**src/design/crast_pkg.sv**
```systemverilog
// Shared types and constants of the circle rasterizer.
package crast_pkg;

  typedef enum logic {
    ACT_START   = 1'b0,
    ACT_ADVANCE = 1'b1
  } action_t;

  typedef struct packed {
    logic valid;
    logic full;
  } q_status_t;

  localparam int PIXELS_PER_STEP = 8;
  localparam int PIX_IDX_BITS = $clog2(PIXELS_PER_STEP);
  localparam logic [PIX_IDX_BITS-1:0] LAST_PIX = PIX_IDX_BITS'(PIXELS_PER_STEP - 1);

  localparam int DEC_EXTRA = 5;

  localparam int QUEUE_DEPTH = 2;
  localparam int QPTR_BITS = $clog2(QUEUE_DEPTH);
  localparam int QCNT_BITS = $clog2(QUEUE_DEPTH + 1);

endpackage

```
**src/design/circle_rasterizer.sv**
```systemverilog
// Top level of the midpoint circle rasterizer.
// A start beat (action 0) loads centre and radius and gives no pixels. Each
// advance beat (action 1) of an active circle gives eight pixel beats, one per
// cycle while out_stall is low, through the single pixel output register. Steps
// wait in a two-entry queue, so in_stall rises only when two steps are pending;
// a start or an idle advance queues no step. The pixels of a step pass through
// the queue entry and then the pixel output register. circle_done marks all
// eight pixels of the final octant step; later advances give nothing until the
// next start.
module circle_rasterizer #(
  parameter int COORD_BITS = 11
) (
  input  logic                         clk,
  input  logic                         rst,
  input  logic                         in_valid,
  output logic                         in_stall,
  input  logic                         action,
  input  logic [COORD_BITS-1:0]        center_x,
  input  logic [COORD_BITS-1:0]        center_y,
  input  logic [COORD_BITS-1:0]        radius,
  output logic                         out_valid,
  input  logic                         out_stall,
  output logic signed [COORD_BITS+1:0] pixel_x,
  output logic signed [COORD_BITS+1:0] pixel_y,
  output logic                         last_of_step,
  output logic                         circle_done
);
  import crast_pkg::*;

  q_status_t             qs;
  logic                  push, pop, push_done, head_done;
  logic [COORD_BITS-1:0] push_cx, push_cy, push_x, push_y;
  logic [COORD_BITS-1:0] head_cx, head_cy, head_x, head_y;

  crast_front #(.COORD_BITS(COORD_BITS)) u_front (
    .clk       (clk),
    .rst       (rst),
    .in_valid  (in_valid),
    .in_stall  (in_stall),
    .action    (action),
    .center_x  (center_x),
    .center_y  (center_y),
    .radius    (radius),
    .qs        (qs),
    .push      (push),
    .push_cx   (push_cx),
    .push_cy   (push_cy),
    .push_x    (push_x),
    .push_y    (push_y),
    .push_done (push_done)
  );

  crast_queue #(.COORD_BITS(COORD_BITS)) u_queue (
    .clk       (clk),
    .rst       (rst),
    .push      (push),
    .push_cx   (push_cx),
    .push_cy   (push_cy),
    .push_x    (push_x),
    .push_y    (push_y),
    .push_done (push_done),
    .pop       (pop),
    .qs        (qs),
    .head_cx   (head_cx),
    .head_cy   (head_cy),
    .head_x    (head_x),
    .head_y    (head_y),
    .head_done (head_done)
  );

  crast_back #(.COORD_BITS(COORD_BITS)) u_back (
    .clk          (clk),
    .rst          (rst),
    .qs           (qs),
    .head_cx      (head_cx),
    .head_cy      (head_cy),
    .head_x       (head_x),
    .head_y       (head_y),
    .head_done    (head_done),
    .pop          (pop),
    .out_valid    (out_valid),
    .out_stall    (out_stall),
    .pixel_x      (pixel_x),
    .pixel_y      (pixel_y),
    .last_of_step (last_of_step),
    .circle_done  (circle_done)
  );

endmodule

```
**src/design/crast_front.sv**
```systemverilog
// Front end: takes input beats, holds the octant state and queues octant steps.
module crast_front #(
  parameter int COORD_BITS = 11
) (
  input  logic                    clk,
  input  logic                    rst,
  input  logic                    in_valid,
  output logic                    in_stall,
  input  logic                    action,
  input  logic [COORD_BITS-1:0]   center_x,
  input  logic [COORD_BITS-1:0]   center_y,
  input  logic [COORD_BITS-1:0]   radius,
  input  crast_pkg::q_status_t    qs,
  output logic                    push,
  output logic [COORD_BITS-1:0]   push_cx,
  output logic [COORD_BITS-1:0]   push_cy,
  output logic [COORD_BITS-1:0]   push_x,
  output logic [COORD_BITS-1:0]   push_y,
  output logic                    push_done
);
  import crast_pkg::*;

  localparam int DB = COORD_BITS + DEC_EXTRA;

  logic signed [COORD_BITS:0] octant_x, octant_y;
  logic signed [COORD_BITS:0] octant_x_next, octant_y_next;
  logic signed [DB-1:0]       decision, decision_next, decision_start;
  logic signed [DB-1:0]       x_ext, y_ext;
  logic [COORD_BITS-1:0]      origin_x, origin_y;
  logic                       active;
  logic                       accept, is_start, done;

  assign in_stall = qs.full;
  assign accept   = in_valid && !qs.full;
  assign is_start = (action_t'(action) == ACT_START);

  always_comb begin
    x_ext = DB'(octant_x);
    y_ext = DB'(octant_y);
    octant_x_next = octant_x + (COORD_BITS + 1)'(1);
    if (decision <= 0) begin
      decision_next = decision + (x_ext <<< 2) + DB'(6);
      octant_y_next = octant_y;
    end else begin
      decision_next = decision + ((x_ext - y_ext) <<< 2) + DB'(10);
      octant_y_next = octant_y - (COORD_BITS + 1)'(1);
    end
    done = octant_x_next > octant_y_next;
    decision_start = DB'(3) - (DB'(radius) <<< 1);
  end

  assign push      = accept && !is_start && active;
  assign push_cx   = origin_x;
  assign push_cy   = origin_y;
  assign push_x    = octant_x[COORD_BITS-1:0];
  assign push_y    = octant_y[COORD_BITS-1:0];
  assign push_done = done;

  always_ff @(posedge clk) begin
    if (rst) begin
      active <= 1'b0;
    end else if (accept) begin
      if (is_start) begin
        active <= 1'b1;
      end else if (active) begin
        active <= !done;
      end
    end
  end

  always_ff @(posedge clk) begin
    if (accept) begin
      if (is_start) begin
        origin_x <= center_x;
        origin_y <= center_y;
        octant_x <= '0;
        octant_y <= (COORD_BITS + 1)'(radius);
        decision <= decision_start;
      end else if (active) begin
        octant_x <= octant_x_next;
        octant_y <= octant_y_next;
        decision <= decision_next;
      end
    end
  end

  a_done_clears: assert property (@(posedge clk) disable iff (rst)
    (push && push_done) |=> !active)
    else $error("active still set after final octant step");

  a_push_needs_active: assert property (@(posedge clk) disable iff (rst)
    push |-> (active && !qs.full))
    else $error("step queued without circle or into full queue");

  a_start_arms: assert property (@(posedge clk) disable iff (rst)
    (accept && is_start) |=> active)
    else $error("start beat did not arm circle");

endmodule

```
**src/design/crast_queue.sv**
```systemverilog
// Short step queue between front end and pixel back end.
module crast_queue #(
  parameter int COORD_BITS = 11
) (
  input  logic                    clk,
  input  logic                    rst,
  input  logic                    push,
  input  logic [COORD_BITS-1:0]   push_cx,
  input  logic [COORD_BITS-1:0]   push_cy,
  input  logic [COORD_BITS-1:0]   push_x,
  input  logic [COORD_BITS-1:0]   push_y,
  input  logic                    push_done,
  input  logic                    pop,
  output crast_pkg::q_status_t    qs,
  output logic [COORD_BITS-1:0]   head_cx,
  output logic [COORD_BITS-1:0]   head_cy,
  output logic [COORD_BITS-1:0]   head_x,
  output logic [COORD_BITS-1:0]   head_y,
  output logic                    head_done
);
  import crast_pkg::*;

  localparam int EW = 4 * COORD_BITS + 1;

  logic [EW-1:0]        entry [QUEUE_DEPTH];
  logic [QPTR_BITS-1:0] wr_ptr, rd_ptr;
  logic [QCNT_BITS-1:0] count;

  function automatic logic [QPTR_BITS-1:0] ptr_inc(input logic [QPTR_BITS-1:0] p);
    if (p == QPTR_BITS'(QUEUE_DEPTH - 1)) begin
      return '0;
    end
    return p + QPTR_BITS'(1);
  endfunction

  assign qs.valid = (count != '0);
  assign qs.full  = (count == QCNT_BITS'(QUEUE_DEPTH));

  assign {head_cx, head_cy, head_x, head_y, head_done} = entry[rd_ptr];

  always_ff @(posedge clk) begin
    if (rst) begin
      wr_ptr <= '0;
      rd_ptr <= '0;
      count  <= '0;
    end else begin
      if (push) begin
        wr_ptr <= ptr_inc(wr_ptr);
      end
      if (pop) begin
        rd_ptr <= ptr_inc(rd_ptr);
      end
      if (push && !pop) begin
        count <= count + QCNT_BITS'(1);
      end else if (pop && !push) begin
        count <= count - QCNT_BITS'(1);
      end
    end
  end

  always_ff @(posedge clk) begin
    if (push) begin
      entry[wr_ptr] <= {push_cx, push_cy, push_x, push_y, push_done};
    end
  end

  a_count_bound: assert property (@(posedge clk) disable iff (rst)
    count <= QCNT_BITS'(QUEUE_DEPTH))
    else $error("queue count overflow");

  a_pop_nonempty: assert property (@(posedge clk) disable iff (rst)
    pop |-> qs.valid)
    else $error("pop from empty queue");

  a_pop_count: assert property (@(posedge clk) disable iff (rst)
    (pop && !push) |=> count == $past(count) - QCNT_BITS'(1))
    else $error("queue count not lowered on pop");

endmodule

```
**src/design/crast_back.sv**
```systemverilog
// Back end: expands each queued step into eight mirrored pixel beats.
module crast_back #(
  parameter int COORD_BITS = 11
) (
  input  logic                       clk,
  input  logic                       rst,
  input  crast_pkg::q_status_t       qs,
  input  logic [COORD_BITS-1:0]      head_cx,
  input  logic [COORD_BITS-1:0]      head_cy,
  input  logic [COORD_BITS-1:0]      head_x,
  input  logic [COORD_BITS-1:0]      head_y,
  input  logic                       head_done,
  output logic                       pop,
  output logic                       out_valid,
  input  logic                       out_stall,
  output logic signed [COORD_BITS+1:0] pixel_x,
  output logic signed [COORD_BITS+1:0] pixel_y,
  output logic                       last_of_step,
  output logic                       circle_done
);
  import crast_pkg::*;

  localparam int OB = COORD_BITS + 2;

  logic [PIX_IDX_BITS-1:0] idx;
  logic                    out_adv, load;
  logic [OB-1:0]           cx_e, cy_e, col, row;
  logic [OB-1:0]           px_next, py_next;

  assign out_adv = !out_valid || !out_stall;
  assign load    = out_adv && qs.valid;
  assign pop     = load && (idx == LAST_PIX);

  always_comb begin
    cx_e = OB'(head_cx);
    cy_e = OB'(head_cy);
    col  = idx[2] ? OB'(head_y) : OB'(head_x);
    row  = idx[2] ? OB'(head_x) : OB'(head_y);
    px_next = idx[0] ? (cx_e - col) : (cx_e + col);
    py_next = idx[1] ? (cy_e - row) : (cy_e + row);
  end

  always_ff @(posedge clk) begin
    if (rst) begin
      idx       <= '0;
      out_valid <= 1'b0;
    end else begin
      if (out_adv) begin
        out_valid <= qs.valid;
      end
      if (load) begin
        idx <= idx + PIX_IDX_BITS'(1);
      end
    end
  end

  always_ff @(posedge clk) begin
    if (load) begin
      pixel_x      <= px_next;
      pixel_y      <= py_next;
      last_of_step <= (idx == LAST_PIX);
      circle_done  <= head_done;
    end
  end

  a_idx_has_step: assert property (@(posedge clk) disable iff (rst)
    (idx != '0) |-> qs.valid)
    else $error("pixel index advanced without queued step");

  a_last_wraps: assert property (@(posedge clk) disable iff (rst)
    pop |=> (idx == '0))
    else $error("pixel index not wrapped after last beat");

  a_load_shows: assert property (@(posedge clk) disable iff (rst)
    load |=> out_valid)
    else $error("loaded pixel not presented");

endmodule
```
**config.mk**
```make
export PLATFORM = sky130hd
export DESIGN_NAME = circle_rasterizer
export DESIGN_NICKNAME = d
export VERILOG_FILES = /design/src/design/crast_pkg.sv /design/src/design/circle_rasterizer.sv /design/src/design/crast_front.sv /design/src/design/crast_queue.sv /design/src/design/crast_back.sv
export SDC_FILE = /design/constraint.sdc
export NUM_CORES = 1
export LEC_CHECK = 0
export ABC_AREA = 1
export BUFFER_PORTS_ARGS = -buffer_cell sky130_fd_sc_hd__buf_2
export CAP_MARGIN = 20
export CORE_MARGIN = 2
export CORE_UTILIZATION = 45
export DETAILED_ROUTE_END_ITERATION = 8
export PLACE_DENSITY_LB_ADDON = 0.1
export REMOVE_ABC_BUFFERS = 1
export SLEW_MARGIN = 10
export SYNTH_ARGS = -nofsm -noshare
export SYNTH_HDL_FRONTEND = slang
export SYNTH_HIERARCHICAL = 1
export SYNTH_SLANG_ARGS = --single-unit
```
**constraint.sdc**
```tcl
create_clock -name clk -period 3.76 [get_ports clk]
set_input_delay 0.564 -clock clk [delete_from_list [all_inputs] [get_ports clk]]
set_output_delay 0.564 -clock clk [all_outputs]
set_load 0.02 [all_outputs]
```
==> impl_metrics.csv, run 1 <==
group,metric,value,unit
drt,drc_errors,0,
drt,ant_nets,0,
finish,fillers,2811,
finish,final_area,14700,sq um
synth,synth_top_family_by_area,"simple AND/OR/NAND/NOR gates",
sta,setup_violations,0,
finish,fin_util,0.501,
setup_path,path_delay_family,"simple AND/OR/NAND/NOR gates",
setup_path,path_buf_inv,2,
synth,ys_seq_area_frac,0.418,
synth,synth_enable_flop_cells,179,
sta,max_freq,0.286,GHz
setup_path,cp_common_cell,"nand2_1",
run,drv_cap,0,
power_and_ir_drop,p_clk_frac,0.329,
run_status,status,"finished, final reports clean",
drt,vias_per_cell,5.03,
sta,hold_viol,0,
power_and_ir_drop,vdd_ir_drop_max,0.339,mV
clocking,cts_tree,"built",
synth,synthMuxAreaShare,0.0508,
setup_path,end_kind,"register",
hold_path,hold_path_class,"in2reg",
power_and_ir_drop,p_seq_frac,0.420,
finish,instances_no_fill,1968,
die,num_io_pins,68,
sta,finalClockSkew,11.8,ps
synth,async_flop_share,0,
synth,synth_xor_area_frac,0.0342,
finish,multi_input_area,6560,sq um
setup_path,worst_path_largest_cell_delay,430,ps
synth,synth.most_common_cell,"nand2_1",
synth,yosysTopAreaCellShare,0.403,
power_and_ir_drop,power.leakage,6.75,nW
placement,hpwl,23.9,mm
drt,route.vias.total,9893,
synth,synth_seq_cells,189,
synth,synth_cell_types,49,
synth,netlist_area,13300,sq um
placement,placed_cells,1935,
clocking,clock_path_buffers,2,
global_routing,gr-total-overflow,0,
power_and_ir_drop,p_sw,0.00195,W
finish,nets,1738,
synth,synth_area_leaders,"edfxtp_1 40%, ha_1 12%, nand2_1 10%",
sta,hold-worst-slack,282,ps
synth,synth_area_per_cell,8.92,sq um
placement,numPortBuffers,67,
clocking,cts_buffers,17,
power_and_ir_drop,p_per_area,395,nW/um^2
synth,ys_top_cells_by_count,"354 x nand2_1, 213 x inv_1, 179 x edfxtp_1, 128 x ha_1, 114 x nor2_1",
clocking,clk_pin_slew_worst_paths,90,ps
die,core_area,29400,sq um
power_and_ir_drop,p_int,0.00387,W
sta,slew_headroom,0.485,
global_routing,grt_max_degree,47,
drt,drt-initial-drc-count,577,
placement,placed_area,14000,sq um
synth,synth_top_area_cell,"edfxtp_1",
clocking,clockRootBuffer,"clkbuf_16",
drt,drt-pass1-iter-count,8,
die,die_h,176,microns
drt,routed_wl,31.2,mm
clocking,cts.htree.levels,4,
die,start_util,0.453,
power_and_ir_drop,power_frac_comb,0.251,
clocking,clock-sinks,189,
die,die_x,176,microns
synth,synth_compound_area_frac,0.0746,
global_routing,grt_usage,0.209,
setup_path,critPathSlowestCell,"edfxtp_1",
global_routing,antenna_found_initial,0,
setup_path,crit_path_cell_trace,"inv_2, ha_1, a21oi_1, a21boi_1, nand3_1, nand2_1, nand2_1, a21oi_1, xor2_1, ha_1, ha_1, nand2_1, inv_1, nand2_1, nand2_1, a21oi_2, nand3_1, nand2_1, nand2_1, nand3_1, nand2_1, nand2_1, nand2_1",
global_routing,first_global_vias,9717,
setup_path,start_kind,"register",
synth,synthSimpleGateAreaFrac,0.195,
sta,worst_slew_pin_slew,764,ps
sta,fin_crit,3500,ps
synth,yosysWarnings,6,
finish,regArea,5580,sq um
setup_path,cp_max_fo,4,
finish,syn_to_final_growth,10.5,%
synth,synthFlopType,"edfxtp_1",
die,rows,63,
placement,globalplace.congestion,0.874,
finish,drive_gt1_frac,0.158,
power_and_ir_drop,switching_share,0.335,
global_routing,grt_first_pass_wirelength,50.1,mm
setup_path,crit_type,"reg2reg",
clocking,clkLatencyLatePin,450,ps
finish,num_antenna_cells,0,
setup_path,cp.required,3960,ps
sta,final_max_slew_viol_count,0,
die,dieArea,31000,sq um
drt,post_drt_wl_per_cell,15.9,microns
sta,fin_crit_sh,0.930,
synth,synthAdderAreaFrac,0.131,
setup_path,worstPathArrival,3700,ps
synth,syn_inst,1495,
## cell families after synthesis
family | count (synthesis)
mux | 47
compound gates | 181
buf+inv | 279
xor+xnor | 52
fa+ha+maj | 135
flops | 189
simple gates | 612
## per-layer routing
layer	global-route usage	wire length, microns	vias to the layer above
met1	0.259	14200	4626
li1	-	-	5079
met5	0	0	-
met3	0.0269	912	27
met2	0.379	15600	161
met4	0.0616	500	0
## path summary, 6_finish.rpt
path | start | slack, ps | depth (start not counted) | endpoint
setup / recovery | u_front/octant_y[8]$_DFFE_PP_ | 260 | 23 | u_front/decision[15]$_DFFE_PP_
hold / removal | center_y[7] | 280 | 1 | u_front/push_cy[7]$_DFFE_PP_
setup reg to reg | u_front/octant_y[8]$_DFFE_PP_ | 260 | 23 | u_front/decision[15]$_DFFE_PP_
hold reg to reg | u_front/push_cx[1]$_DFFE_PP_ | 440 | 0 | u_queue/entry[0][35]$_DFFE_PP_
## cell usage in the layout, fill, tap and decap left out, types with 6 or more instances in the layout
cell / count
o21ai_0: 75
fa_1: 6
inv_2: 15
nor2_1: 111
nor3_1: 13
nor2_2: 10
a21oi_1: 63
ha_1: 125
dfxtp_1: 9
mux2_4: 40
nand2_2: 7
buf_4: 37
xor2_1: 40
o21bai_1: 6
inv_1: 209
nand3_1: 78
nand4_1: 19
buf_2: 67
edfxtp_1: 179
a21oi_2: 11
nand2_1: 353
clkbuf_16: 17
xnor2_1: 12
## worst reg2reg max path, delay by kind of cell (launching register included)
kind,cells,cell delay [ps]
simple gates,13,970
fa+ha+maj,3,840
compound gates,4,650
flops,1,430
xor+xnor,1,180
buf+inv,2,170
## flip-flops by register name (all words and copies together), names as in the netlist, 2 cells and up, named ones only
signal / flops
u_back/idx: 3
u_back/pixel_x: 13
u_back/pixel_y: 13
u_front/decision: 15
u_front/octant_x: 12
u_front/octant_y: 12
u_front/push_cx: 11
u_front/push_cy: 11
u_queue/count: 2
u_queue/entry: 90
## cell type report
type	instances	share of cell area
sequential	189	0.379
clock buffer	17	0.0289
inverter	225	0.0577
timing repair buffer	105	0.0430
tap	390	0.0331
multi-input combinational	1027	0.446
clock inverter	15	0.0132
## metrics by stage
step | total power [W] | TNS (ps) | worst slack [ps]
CTS | 0.00582 | 0 | 89.6
finish | 0.00581 | 0 | 263
detailed placement | 0.00390 | -8.77 | -8.77
floorplan | 0.00347 | -120 | -47.1
global route | 0.00615 | -5.22 | -5.22
global placement | 0.00388 | 0 | 38.1
## what timing repair did
| action | CTS | global route |
|---|---|---|
| gates resized for setup | 1 | 18 |
| hold buffers | 0 | 0 |
| setup buffers | 0 | 1 |
| pin swaps | 0 | 4 |
| endpoints found under the setup margin | 1 | 6 |
## power by group through the flow
stage,sequential [W],combinational [W],clock [W]
2_1_floorplan,0.00251,0.000967,0
3_3_place_gp,0.00249,0.00140,0
3_5_place_dp,0.00249,0.00141,0
4_1_cts,0.00244,0.00142,0.00196
5_1_grt,0.00245,0.00166,0.00205
6_report,0.00244,0.00146,0.00191
(Power assumes the default switching activity.)
==> inputs of run 2 (changes only) <==
--- a/config.mk
+++ b/config.mk
@@ -12,6 +12,7 @@
 export CORE_UTILIZATION = 45
 export DETAILED_ROUTE_END_ITERATION = 8
 export PLACE_DENSITY_LB_ADDON = 0.1
+export RECOVER_POWER = 50
 export REMOVE_ABC_BUFFERS = 1
 export SLEW_MARGIN = 10
 export SYNTH_ARGS = -nofsm -noshare
==> run 2 against run 1 <==
Via count fell by 0.38%. Cell count unchanged. Die area unchanged. The run now ends with max-capacitance violations, max-slew violations left. Combinational power is essentially flat. Global-route usage unchanged. Power is 0.26% lower. Cell area decreased by 0.97%. Critical path type unchanged.
==> impl_metrics.csv, run 2 (synthesis gave the netlist of run 1 again) <==
group,metric,value,unit
run_status,status,"complete, but fails checks",
run_status,violations,"max-capacitance violations, max-slew violations",
die,die_x,176,microns
power_and_ir_drop,p_per_area,398,nW/um^2
setup_path,crit_path_cell_trace,"clkbuf_1, ha_1, nand2_1, nor2_2, nand3_1, nand3_1, nand2_1, nand2_1, a21oi_1, xor2_1, ha_1, ha_1, nand2_1, inv_1, nand2_1, nand2_1, a21oi_2, nand3_1, nand2_1, nand2_1, nand3_1, nand2_1, nand2_1, nand2_1",
global_routing,grt_first_pass_wirelength,50.1,mm
finish,largest_reg_flops,90,
die,num_io_pins,68,
clocking,clockRootBuffer,"clkbuf_16",
clocking,clock_path_buffers,2,
finish,fillers,2856,
hold_path,min_path_cells,1,
finish,nets,1738,
die,core_area,29400,sq um
die,rows,63,
global_routing,gr-total-overflow,0,
finish,syn_to_final_growth,9.41,%
sta,hold_viol,0,
placement,hpwl,23.9,mm
sta,worst_slew_pin_slew,1750,ps
finish,num_antenna_cells,0,
setup_path,cp_max_fo,6,
sta,slew_headroom,-0.166,
drt,ant_nets,0,
sta,finalClockSkew,11.7,ps
setup_path,path_delay_family,"simple AND/OR/NAND/NOR gates",
power_and_ir_drop,p_seq_frac,0.421,
power_and_ir_drop,power_frac_comb,0.249,
power_and_ir_drop,p_sw,0.00195,W
clocking,cts_buffers,17,
finish,instances_no_fill,1968,
sta,max_freq,0.288,GHz
power_and_ir_drop,power,0.00580,W
finish,final_cell_mix,"353 x nand2_1, 209 x inv_1, 179 x edfxtp_1",
finish,drive_gt1_frac,0.124,
placement,placed_cells,1935,
clocking,cts_tree,"built",
setup_path,path_buf_inv,2,
global_routing,antenna_found_initial,0,
power_and_ir_drop,p_int,0.00385,W
die,start_util,0.453,
clocking,clk_pin_slew_worst_paths,80,ps
global_routing,grt_usage,0.209,
sta,fin_crit_sh,0.923,
finish,top_regs,"u_queue/entry x90, u_front/decision x15",
drt,drc_errors,0,
setup_path,end_kind,"register",
finish,largest_register,"u_queue/entry",
setup_path,crit_type,"reg2reg",
setup_path,start_kind,"register",
setup_path,r2r_cells,24,
clocking,clkLatencyLatePin,450,ps
sta,fin_crit,3470,ps
power_and_ir_drop,vdd_ir_drop_max,0.342,mV
clocking,cts.htree.levels,4,
setup_path,worst_path_largest_cell_delay,380,ps
global_routing,first_global_vias,9717,
power_and_ir_drop,power.leakage,6.58,nW
drt,vias_per_cell,5.01,
clocking,clock-sinks,189,
hold_path,hold_path_class,"in2reg",
sta,rsz0062_at_grt,"false",
power_and_ir_drop,p_clk_frac,0.330,
die,dieArea,31000,sq um
drt,drt-pass1-iter-count,7,
sta,setup_violations,0,
run,drv_cap,1,
placement,numPortBuffers,67,
die,die_h,176,microns
sta,final_max_slew_viol_count,30,
setup_path,cp_common_cell,"nand2_1",
drt,routed_wl,31.2,mm
drt,post_drt_wl_per_cell,15.9,microns
global_routing,grt_max_degree,47,
setup_path,cp.required,3970,ps
finish,final_common_cell,"nand2_1",
setup_path,crit_cells,24,
power_and_ir_drop,switching_share,0.336,
placement,globalplace.congestion,0.874,
drt,route.vias.total,9855,
clocking,cts_hold_buf,0,
drt,drt-initial-drc-count,582,
setup_path,worstPathArrival,3680,ps
setup_path,critPathSlowestCell,"edfxtp_1",
[run 2: cell type report]
type                       count  area (sq um)  share of cell area
multi-input combinational   1027          6530               0.448
sequential                   189          5580               0.382
inverter                     225           850              0.0582
timing repair buffer         105           524              0.0359
tap                          390           488              0.0335
clock buffer                  17           425              0.0292
clock inverter                15           194              0.0133
[run 2: metrics by stage]
step	TNS, ps	worst slack (ps)	hold slack [ps]	instance area, sq um	utilization
3_3_place_gp	0	38.1	425	14000	0.477
6_report	0	291	280	14600	0.496
5_1_grt	0	0.813	258	14600	0.496
2_1_floorplan	-120	-47.1	421	12900	-
4_1_cts	0	89.6	260	14600	0.498
3_5_place_dp	-8.77	-8.77	433	14000	0.477
[run 2: path summary, 6_finish.rpt]
kind	start	end	slack, ps
setup / recovery	u_front/octant_x[1]$_SDFFCE_PN0P_	u_front/decision[15]$_DFFE_PP_	290
hold / removal	center_y[7]	u_front/push_cy[7]$_DFFE_PP_	280
setup reg to reg	u_front/octant_x[1]$_SDFFCE_PN0P_	u_front/decision[15]$_DFFE_PP_	290
hold reg to reg	u_front/push_cx[1]$_DFFE_PP_	u_queue/entry[0][35]$_DFFE_PP_	440
[run 2: layer usage]
layer / vias up / part of all wire / GRT usage / wire length [microns]
met4: 0 / 0.018 / 0.0616 / 553
met1: 4588 / 0.46 / 0.259 / 14300
li1: 5076 / - / - / -
met5: - / 0 / 0 / 0
met2: 157 / 0.50 / 0.379 / 15500
met3: 34 / 0.027 / 0.0269 / 852
[run 2: power by group through the flow]
stage	logic, W	clock network [W]	registers, W
2_1_floorplan	0.000967	0	0.00251
3_3_place_gp	0.00140	0	0.00249
3_5_place_dp	0.00141	0	0.00249
4_1_cts	0.00142	0.00196	0.00244
5_1_grt	0.00164	0.00205	0.00245
6_report	0.00145	0.00191	0.00244
[run 2: what timing repair did]
action | 4_1_cts | 5_1_grt
resized for setup | 1 | 18
pin swaps | 0 | 4
buffers inserted | 0 | 1
setup endpoints to repair | 1 | 6
==> inputs of run 3 (changes only) <==
--- a/config.mk
+++ b/config.mk
@@ -6,14 +6,15 @@
 export NUM_CORES = 1
 export LEC_CHECK = 0
 export ABC_AREA = 1
-export BUFFER_PORTS_ARGS = -buffer_cell sky130_fd_sc_hd__buf_2
 export CAP_MARGIN = 20
 export CORE_MARGIN = 2
 export CORE_UTILIZATION = 45
 export DETAILED_ROUTE_END_ITERATION = 8
+export DONT_BUFFER_PORTS = 1
 export PLACE_DENSITY_LB_ADDON = 0.1
 export RECOVER_POWER = 50
 export REMOVE_ABC_BUFFERS = 1
+export SKIP_LAST_GASP = 1
 export SLEW_MARGIN = 10
 export SYNTH_ARGS = -nofsm -noshare
 export SYNTH_HDL_FRONTEND = slang
==> run 3 against run 2 <==
The run still ends with max-capacitance violations, max-slew violations left. Combinational power decreased by 6%. Largest power group unchanged. Setup slack got worse by 15 ps. Hold slack got worse by 93 ps. Critical path type unchanged. Clock power decreased by 3%. Global-route usage decreased by 0.55 points. Die area unchanged. Cell count decreased by 3.2%. Critical path depth decreased by 2. Sequential power about the same. Count of clock-buffer cells in the layout unchanged. Register-to-register slack about the same. Via count decreased by 1.1%.
==> impl_metrics.csv, run 3 (synthesis gave the netlist of run 1 again) <==
group,metric,value,unit
power_and_ir_drop,power,0.00568,W
drt,ant_nets,0,
placement,placed_cells,1865,
sta,hold_viol,0,
global_routing,grt_first_pass_wirelength,48.9,mm
setup_path,crit_path_cell_trace,"inv_1, ha_1, fa_2, o21ai_4, a21oi_2, o21ai_2, xor2_1, ha_1, ha_2, nand2_1, inv_1, nand2_1, nor3_1, nand2_1, nand2_1, nand2_1, nand2_1, nand2_1, nand3_1, nand2_1, nand2_1, nand2_1",
die,die_x,176,microns
setup_path,worstPathArrival,3670,ps
setup_path,crit_type,"reg2reg",
clocking,cts.htree.levels,4,
finish,largest_register,"u_queue/entry",
global_routing,grt_max_degree,41,
setup_path,path_buf_inv,2,
sta,worst_slew_pin_slew,1800,ps
sta,finalClockSkew,10.1,ps
die,die_h,176,microns
global_routing,first_global_vias,9677,
finish,nets,1675,
run_status,violations,"max-capacitance violations, max-slew violations",
finish,syn_to_final_growth,7.58,%
drt,post_drt_wl_per_cell,16.1,microns
finish,fillers,2813,
finish,final_cell_mix,"354 x nand2_1, 207 x inv_1, 179 x edfxtp_1",
drt,drc_errors,0,
clocking,cts_buffers,17,
global_routing,antenna_found_initial,0,
die,num_io_pins,68,
finish,final_area,14300,sq um
die,start_util,0.453,
drt,routed_wl,30.7,mm
die,dieArea,31000,sq um
run_status,status,"complete, but fails checks",
placement,numPortBuffers,0,
power_and_ir_drop,vdd_ir_drop_max,0.354,mV
setup_path,worst_path_largest_cell_delay,390,ps
global_routing,grt_usage,0.204,
drt,route.vias.total,9742,
sta,rsz0062_at_grt,"false",
finish,drive_gt1_frac,0.110,
finish,final_common_cell,"nand2_1",
finish,fin_util,0.488,
finish,instances_no_fill,1905,
finish,num_antenna_cells,0,
setup_path,end_kind,"register",
setup_path,cp.required,3950,ps
sta,slew_headroom,-0.200,
setup_path,cp_max_fo,5,
drt,vias_per_cell,5.11,
clocking,clock_path_buffers,2,
sta,hold-worst-slack,187,ps
sta,setup_violations,0,
global_routing,gr-total-overflow,0,
sta,max_freq,0.287,GHz
setup_path,cp_common_cell,"nand2_1",
clocking,clock-sinks,189,
placement,placed_area,13700,sq um
setup_path,start_kind,"register",
clocking,clkLatencyLatePin,440,ps
sta,fin_crit_sh,0.927,
clocking,cts_tree,"built",
hold_path,hold_path_class,"in2reg",
drt,drt-pass1-iter-count,5,
die,rows,63,
sta,fin_crit,3480,ps
drt,drt-initial-drc-count,580,
placement,globalplace.congestion,0.888,
power_and_ir_drop,power.leakage,6.43,nW
sta,final_max_slew_viol_count,30,
die,core_area,29400,sq um
clocking,clk_pin_slew_worst_paths,80,ps
clocking,clockRootBuffer,"clkbuf_16",
finish,largest_reg_flops,90,
placement,hpwl,23.6,mm
setup_path,path_delay_family,"adder cells",
run,drv_cap,1,
setup_path,critPathSlowestCell,"fa_2",
clocking,cts_hold_buf,0,
finish,top_regs,"u_queue/entry x90, u_front/decision x15",
power_and_ir_drop,p_per_area,396,nW/um^2
-- run 3: path summary, 6_finish.rpt --
path,startpoint,end,slack (ps),depth (start not counted)
hold reg to reg,u_front/push_cx[0]$_DFFE_PP_,u_queue/entry[1][34]$_DFFE_PP_,450,0
setup reg to reg,u_front/octant_x[0]$_SDFFCE_PN0P_,u_front/decision[15]$_DFFE_PP_,280,22
setup / recovery,u_front/octant_x[0]$_SDFFCE_PN0P_,u_front/decision[15]$_DFFE_PP_,280,22
hold / removal,rst,u_back/idx[0]$_SDFFE_PP0P_,190,1
-- run 3: layout make-up --
type / instances / area (sq um) / area share
Multi-Input combinational cell: 1027 / 6550 / 0.457
Tap cell: 390 / 488 / 0.0340
Timing Repair Buffer: 42 / 273 / 0.0190
Sequential cell: 189 / 5580 / 0.389
Inverter: 225 / 850 / 0.0592
Clock inverter: 15 / 180 / 0.0126
Clock buffer: 17 / 425 / 0.0297
-- run 3: timing repair --
item / in CTS / in global routing
setup endpoints to repair: 0 / 6
setup buffers: 0 / 8
gates resized for setup: 0 / 23
-- run 3: layer usage --
| metal | up-vias | share of wire | GRT usage |
|---|---|---|---|
| met5 | - | 0 | 0 |
| met4 | 0 | 0.020 | 0.0640 |
| met3 | 33 | 0.032 | 0.0295 |
| met2 | 154 | 0.50 | 0.370 |
| met1 | 4617 | 0.45 | 0.248 |
| li1 | 4938 | - | - |
-- run 3: report_power, final --
group | switching, W | internal [W] | total [W] | leakage [nW]
sequential | 0.0000610 | 0.00240 | 0.00246 | 1.73
combinational | 0.000861 | 0.000504 | 0.00136 | 4.41
clock | 0.000901 | 0.000953 | 0.00185 | 0.297
-- run 3: through the flow --
stage	setup slack, ps	TNS [ps]
detailed placement	32.2	0
CTS	16.1	0
global route	8.54	0
finish	276	0
floorplan	-47.1	-120
global placement	70.0	0
